## src/rtl/frq_ram.sv

```systemverilog
// Generic single-clock RAM with one write port and one registered read port.
// Width and depth are parameters; no reset and no dependencies.
module frq_ram #(
   parameter int WIDTH = 8,
   parameter int DEPTH = 16
) (
   input  logic                     clock,
   input  logic                     wr_en,
   input  logic [$clog2(DEPTH)-1:0] wr_addr,
   input  logic [WIDTH-1:0]         wr_data,
   input  logic                     rd_en,
   input  logic [$clog2(DEPTH)-1:0] rd_addr,
   output logic [WIDTH-1:0]         rd_data
);

   logic [WIDTH-1:0] mem_ff [DEPTH];
   logic [WIDTH-1:0] rd_data_ff;

   // Write and registered read.
   always_ff @(posedge clock) begin
      if (wr_en) begin
         mem_ff[wr_addr] <= wr_data;
      end
      if (rd_en) begin
         rd_data_ff <= mem_ff[rd_addr];
      end
   end

   assign rd_data = rd_data_ff;

endmodule
```

## config.mk

```make
export PLATFORM = sky130hd
export DESIGN_NAME = frq_ram
export DESIGN_NICKNAME = d
export VERILOG_FILES = /design/src/rtl/frq_ram.sv
export SDC_FILE = /design/constraint.sdc
export NUM_CORES = 1
export LEC_CHECK = 0
export BUFFER_PORTS_ARGS = -buffer_cell sky130_fd_sc_hd__buf_2
export CAP_MARGIN = 40
export CORE_MARGIN = 2
export CORE_UTILIZATION = 35
export DETAILED_ROUTE_END_ITERATION = 8
export SYNTH_ARGS = -nofsm -noshare
export SYNTH_HDL_FRONTEND = slang
export SYNTH_SLANG_ARGS = --single-unit
```

## constraint.sdc

```tcl
create_clock -name clock -period 2.5 [get_ports clock]
set_input_delay 0.25 -clock clock [delete_from_list [all_inputs] [get_ports clock]]
set_output_delay 0.25 -clock clock [all_outputs]
set_load 0.05 [all_outputs]
```

==> results.txt, run 1 <==
CTS Sinks: 136
Resized cells post-CTS: 0
Max rail drop VDD: 0.490 mV
GP Congestion: 0.718
Cells after synthesis: 229
Initial DRC Count: 290
All-Layer GR Usage: 0.144
Die area: 0.0159 sq mm
Req. time, crit path: 2650 ps
Fillers: 1228
Final Cycle Share: 0.620
Hold Path Class: in2reg
Pin count of the biggest net entering global routing: 33
Number of global-route vias before repair: 2569
Clock Latency Late Sink: 410 ps
CP Capture Type: register
First-pass GRT wire length: 16.4 mm
Post-detail-place hpwl: 6.93 mm
CP Launch Type: register
Mean Syn Cell Area: 22.8 sq um
H-Tree Depth: 4
Core box area: 0.0146 sq mm
Sequential fraction of the synthesis area: 0.781
Max Root-Sink Buffers: 2
Layout cells sized above 1: 0.314
CP peak stage delay: 500 ps
Unique cell type count in the Yosys netlist: 18
Sw Ratio: 0.198
Nets: 302
I/O pin total: 27
TritonCTS clock tree: yes
Max-Cap Viols: 0
Ant. Diodes: 0
Fin util: 0.432
Fin cells: 480
Flop and latch count out of synthesis: 136
Synthesized cell area: 0.00523 sq mm
Crit path DAT: 1700 ps
Area of the multi-input gates: 0.00106 sq mm
Min Hold Slack: 220 ps
Outcome: complete, no violations
Final min period: 1550 ps
Slew Viols, Final: 0
Slowest stage cell on the critical path: mux4_1
Setup TNS: 0 ps
Initial core utilization: 0.358
Clk slew on worst S/H paths: 60 ps
Crit path max fanout: 1
Mapped Nets: 248
Max Fclk: 645 MHz
CTS buffer count: 17
Critical path class: reg2reg
Synth warnings: 0
Root buffer cell: clkbuf_16
Pint: 0.00443 W
Synth-to-layout area growth: 20.6%
Logic gate share of total power: 0.050
Worst path cell trace: mux4_1, a22oi_1, nand2_1
WL final: 10.7 mm
Power share of the sequential group: 0.469
Rows: 44
Clock share of power: 0.482
Vias: 2525
Ranking of synthesized cells by area: edfxtp_1, mux4_2, mux4_1, a22oi_1, nor2_1
Routed Antenna Nets: 0
Storage cell area: 0.00408 sq mm
Final Setup Violations: 0
Dpl cells: 448
PD cells: 876 mW/mm^2
Die height: 126 microns
Sw power: 0.00109 W
Hold-fix buffers, CTS: 0
Largest area contributor in the netlist: edfxtp_1
Final hold vios: 0
Slew of the pin with the lowest slew margin: 830 ps
DR DRC count: 0
P_leak: 2.12 nW
Synth top area share: 0.781
Clk_skew: 4.58 ps
RSZ-0062 raised after global routing: false
Port bufs: 26
1st-pass router iterations: 4
Die W: 126 microns
DR WL/cell: 22.4 microns
Worst rel slew slack: 0.445
Via/cell ratio: 5.26
Grt total ovfl: 0
Initial antenna violation count: 0
Post-CTS Setup Bufs: 0
layer usage:
layer | part of all wire | wire [microns] | track usage | vias to the layer above
met5 | 0 | 0 | 0 | -
met4 | 0.013 | 140 | 0.0414 | 0
met3 | 0.062 | 668 | 0.0412 | 11
met2 | 0.46 | 4930 | 0.208 | 90
met1 | 0.47 | 5010 | 0.213 | 1326
li1 | - | - | - | 1098
synth_stat cells (all sizes together):
master,count
and2,1
nand2b,2
edfxtp,136
nor2b,1
or3b,1
nor2,13
buf,7
clkdlybuf4s25,3
nor3,4
nand2,9
a22oi,16
nand3,1
and2b,1
nand3b,2
mux4,32
cell families (layout without fill, tap and decap cells):
kind of cell    Yosys count  in the layout  synth area share
simple gates             35             35            0.0314
flops                   136            136             0.781
mux                      32             32             0.148
buf+inv                  10             77            0.0165
compound gates           16             16            0.0230
state kept, by name, indices dropped and copies added (netlist names):
register	flops
rd_data	8
mem_ff	128
power groups by stage:
stage	clock network (W)	logic, W	registers, W
2_1_floorplan	0	0.000130	0.00267
6_report	0.00266	0.000274	0.00259
5_1_grt	0.00281	0.000296	0.00259
3_5_place_dp	0	0.000277	0.00263
3_3_place_gp	0	0.000273	0.00263
4_1_cts	0.00270	0.000278	0.00259
cell usage in the layout, fill, tap and decap left out, drive strengths merged:
cell,Yosys,final
or3b,1,1
nor2b,1,1
and2b,1,1
and2,1,1
nand3,1,1
mux4,32,32
nand2b,2,2
clkinvlp,0,2
nor3,4,4
clkbuf,0,18
a22oi,16,16
bufinv,0,5
clkinv,0,7
buf,7,45
nor2,13,13
nand3b,2,2
nand2,9,9
edfxtp,136,136
area by class of cell:
class                   instances  area share
multi-input cells              83       0.168
flip-flops and latches        136       0.648
repair buffers                 45      0.0472
clock inverters                14      0.0326
well taps                     184      0.0365
clock buffers                  18      0.0681
critical path: cells and delay by family, from the launching register on:
kind               cells  cell delay (ps)
DFF                    1              370
muxes                  1              500
and+or+nand+nor        1               80
AOI/OAI and AO/OA      1              350
per-stage QoR:
stage | setup slack, ps | area [sq um] | total power [W]
6_report | 950 | 6300 | 0.00552
2_1_floorplan | 757 | 5230 | 0.00280
5_1_grt | 889 | 6300 | 0.00570
3_5_place_dp | 572 | 5670 | 0.00291
3_3_place_gp | 536 | 5660 | 0.00291
4_1_cts | 937 | 6300 | 0.00557
path summary, 6_finish.rpt:
check | cells past startpoint | slack (ps) | end | start
min | 1 | 220 | mem_ff[14][5] | wr_data[5]
min reg2reg | 3 | 740 | rd_data[3] | mem_ff[15][3]
max | 3 | 950 | rd_data[4] | mem_ff[8][4]
max reg2reg | 3 | 950 | rd_data[4] | mem_ff[8][4]
Note: power is estimated with default switching activity, not from simulation.
==> run 2, diff against run 1 <==
==> constraint.sdc (replaced) <==
create_clock -name clock -period 1.45 [get_ports clock]
set_input_delay 0.145 -clock clock [delete_from_list [all_inputs] [get_ports clock]]
set_output_delay 0.145 -clock clock [all_outputs]
set_load 0.05 [all_outputs]
==> run 2 against run 1 <==
Power up 59%. Via count fell by 2.0%. Largest cell class unchanged. Critical path depth unchanged. Die area stayed put. Clock power grew 43%. First-iteration DRC count down 24%. Critical endpoint is now rd_data[7].
==> results.txt, run 2 (synthesis results as in run 1) <==
WL final: 10.4 mm (-3.0%)
Post-CTS Setup Bufs: 0 (unchanged)
CTS buffer count: 17 (unchanged)
PD cells: 1390 mW/mm^2 (+59%)
Slew of the pin with the lowest slew margin: 967 ps (+137 ps)
Max Root-Sink Buffers: 2 (unchanged)
Clk slew on worst S/H paths: 50 ps (about the same)
P_leak: 2.10 nW (-1.2%)
Number of global-route vias before repair: 2658 (+3.5%)
Hold EP: rd_data[5]
Flop2flop setup slack: 20 ps (-930 ps)
Req. time, crit path: 1600 ps (-1050 ps)
Post-route cell area: 0.00629 sq mm (-0.20%)
Grt total ovfl: 0 (unchanged)
Top reg by flops: mem_ff
1st-pass router iterations: 4 (unchanged)
Reg2reg end: rd_data[7]
Max Fclk: 700 MHz (+8.4%)
CP Capture Type: register
Slowest stage cell on the critical path: mux4_2
TritonCTS clock tree: yes
CP delay by family, top: multiplexers
Outcome: complete, no violations
Worst hold stages: 1 (unchanged)
Final min period: 1430 ps (-121 ps)
Die area: 0.0159 sq mm (unchanged)
Final hold vios: 0 (unchanged)
Final Setup Violations: 0 (unchanged)
Initial DRC Count: 220 (-24%)
Initial core utilization: 0.358 (unchanged)
Storage cell area: 0.00408 sq mm (unchanged)
Port bufs: 26 (unchanged)
First-pass GRT wire length: 16.2 mm (-1.3%)
Crit path DAT: 1580 ps (-120 ps)
Core box area: 0.0146 sq mm (unchanged)
Final Cycle Share: 0.986 (+0.366)
Nets: 306 (+1.3%)
Hold Path Class: in2reg
Pre-CTS WS: -253 ps (-826 ps)
Max-Cap Viols: 0 (unchanged)
Worst rel slew slack: 0.354 (-0.0906)
Routed Antenna Nets: 0 (unchanged)
CTS Sinks: 136 (unchanged)
Register-to-Register Path Depth: 3 (unchanged)
Layout cells sized above 1: 0.370 (+0.0558)
Post-detail-place hpwl: 6.63 mm (-4.3%)
Crit path max fanout: 1 (unchanged)
Critical path class: reg2reg
Max reg flops: 128 (unchanged)
Clk_skew: 8.28 ps (+3.70 ps)
Ant. Diodes: 0 (unchanged)
Fillers: 1253 (+2.0%)
CP Launch Type: register
Total power: 0.00877 W (+59%)
Max rail drop VDD: 1.10 mV (+130%)
Die height: 126 microns (unchanged)
Rows: 44 (unchanged)
Fin util: 0.431 (-0.000857)
Most frequent cells in the layout: edfxtp_1, buf_2, mux4_2
Placement Cell Area: 0.00573 sq mm (+1.1%)
Initial antenna violation count: 0 (unchanged)
Synth-to-layout area growth: 20.3%
CP peak stage delay: 480 ps (-20 ps)
Die W: 126 microns (unchanged)
Area of the multi-input gates: 0.00110 sq mm (+4.3%)
HP Start: rd_en
Hold-fix buffers, CTS: 0 (unchanged)
Clock Latency Late Sink: 410 ps (about the same)
Via/cell ratio: 5.11 (-2.8%)
Most common cell after layout, fill and taps aside: edfxtp_1
GP Congestion: 0.713 (-0.68%)
H-Tree Depth: 4 (unchanged)
Root buffer cell: clkbuf_16
RSZ-0062 raised after global routing: true
Worst path cell trace: mux4_2, a22oi_2, nand2_1
WP buf/inv: 0 (unchanged)
Setup ws final: 20.8 ps (-929 ps)
Slew Viols, Final: 0 (unchanged)
Pin count of the biggest net entering global routing: 19 (-42%)
DR WL/cell: 21.5 microns (-3.8%)
Vias: 2474 (-2.0%)
R2r startpoint: mem_ff[1][7]
DR DRC count: 0 (unchanged)
I/O pin total: 27 (unchanged)
All-Layer GR Usage: 0.141 (-0.00269)
-- run 2: cell types whose count changed in the layout (fill, tap and decap cells not counted), moves of 2 or more --
cell | previous run | this run
clkbuf_1 | 1 | 3
mux4_2 | 18 | 22
a22oi_1 | 16 | 5
clkinv_4 | 2 | 0
buf_4 | 17 | 19
a22oi_2 | 0 | 11
buf_12 | 2 | 4
clkinv_2 | 3 | 8
mux4_1 | 14 | 10
bufinv_16 | 5 | 1
-- run 2: worst max-delay path by stage --
stage	startpoint	endpoint	slack [ps]	cells after the start
2_1_floorplan	rd_addr[0]	rd_data[1]	20	5
3_3_place_gp	rd_addr[0]	rd_data[3]	-260	6
3_5_place_dp	rd_addr[0]	rd_data[3]	-250	6
4_1_cts	mem_ff[9][4]	rd_data[4]	9	3
5_1_grt	mem_ff[3][7]	rd_data[7]	-20	3
6_report	mem_ff[1][7]	rd_data[7]	20	3
-- run 2: final cells by class --
type / count / share of cell area
clock buffers: 20 / 0.0694
clock inverters: 12 / 0.0135
multi-input cells: 83 / 0.175
flip-flops and latches: 136 / 0.649
well taps: 184 / 0.0366
repair buffers: 49 / 0.0561
-- run 2: stage by stage --
stage          hold slack [ps]  setup TNS, ps  cells
2_1_floorplan              244              0    229
3_3_place_gp               524          -1610    452
3_5_place_dp               515          -1610    452
4_1_cts                   92.1              0    484
5_1_grt                   89.6          -28.4    484
6_report                   104              0    484
-- run 2: where the power goes --
group          total, W  internal [W]  switching [W]
Combinational  0.000515      0.000199       0.000316
Sequential      0.00446       0.00443      0.0000235
Clock           0.00380       0.00231        0.00148
-- run 2: layer usage --
layer | vias up | routed length, microns | GRT usage
met5 | - | 0 | 0
met4 | 0 | 172 | 0.0569
met3 | 18 | 457 | 0.0399
met2 | 74 | 4870 | 0.204
met1 | 1280 | 4930 | 0.203
li1 | 1102 | - | -
-- run 2: worst register-to-register path, cell delays in order, from the launching register on --
cell	delay (ps)
edfxtp_1	390
mux4_2	480
a22oi_2	200
nand2_1	100
-- run 2: what timing repair did --
action / in CTS / in global routing
gates resized for setup: 7 / 8
setup endpoints to repair: 6 / 7
pin swaps: 1 / 6
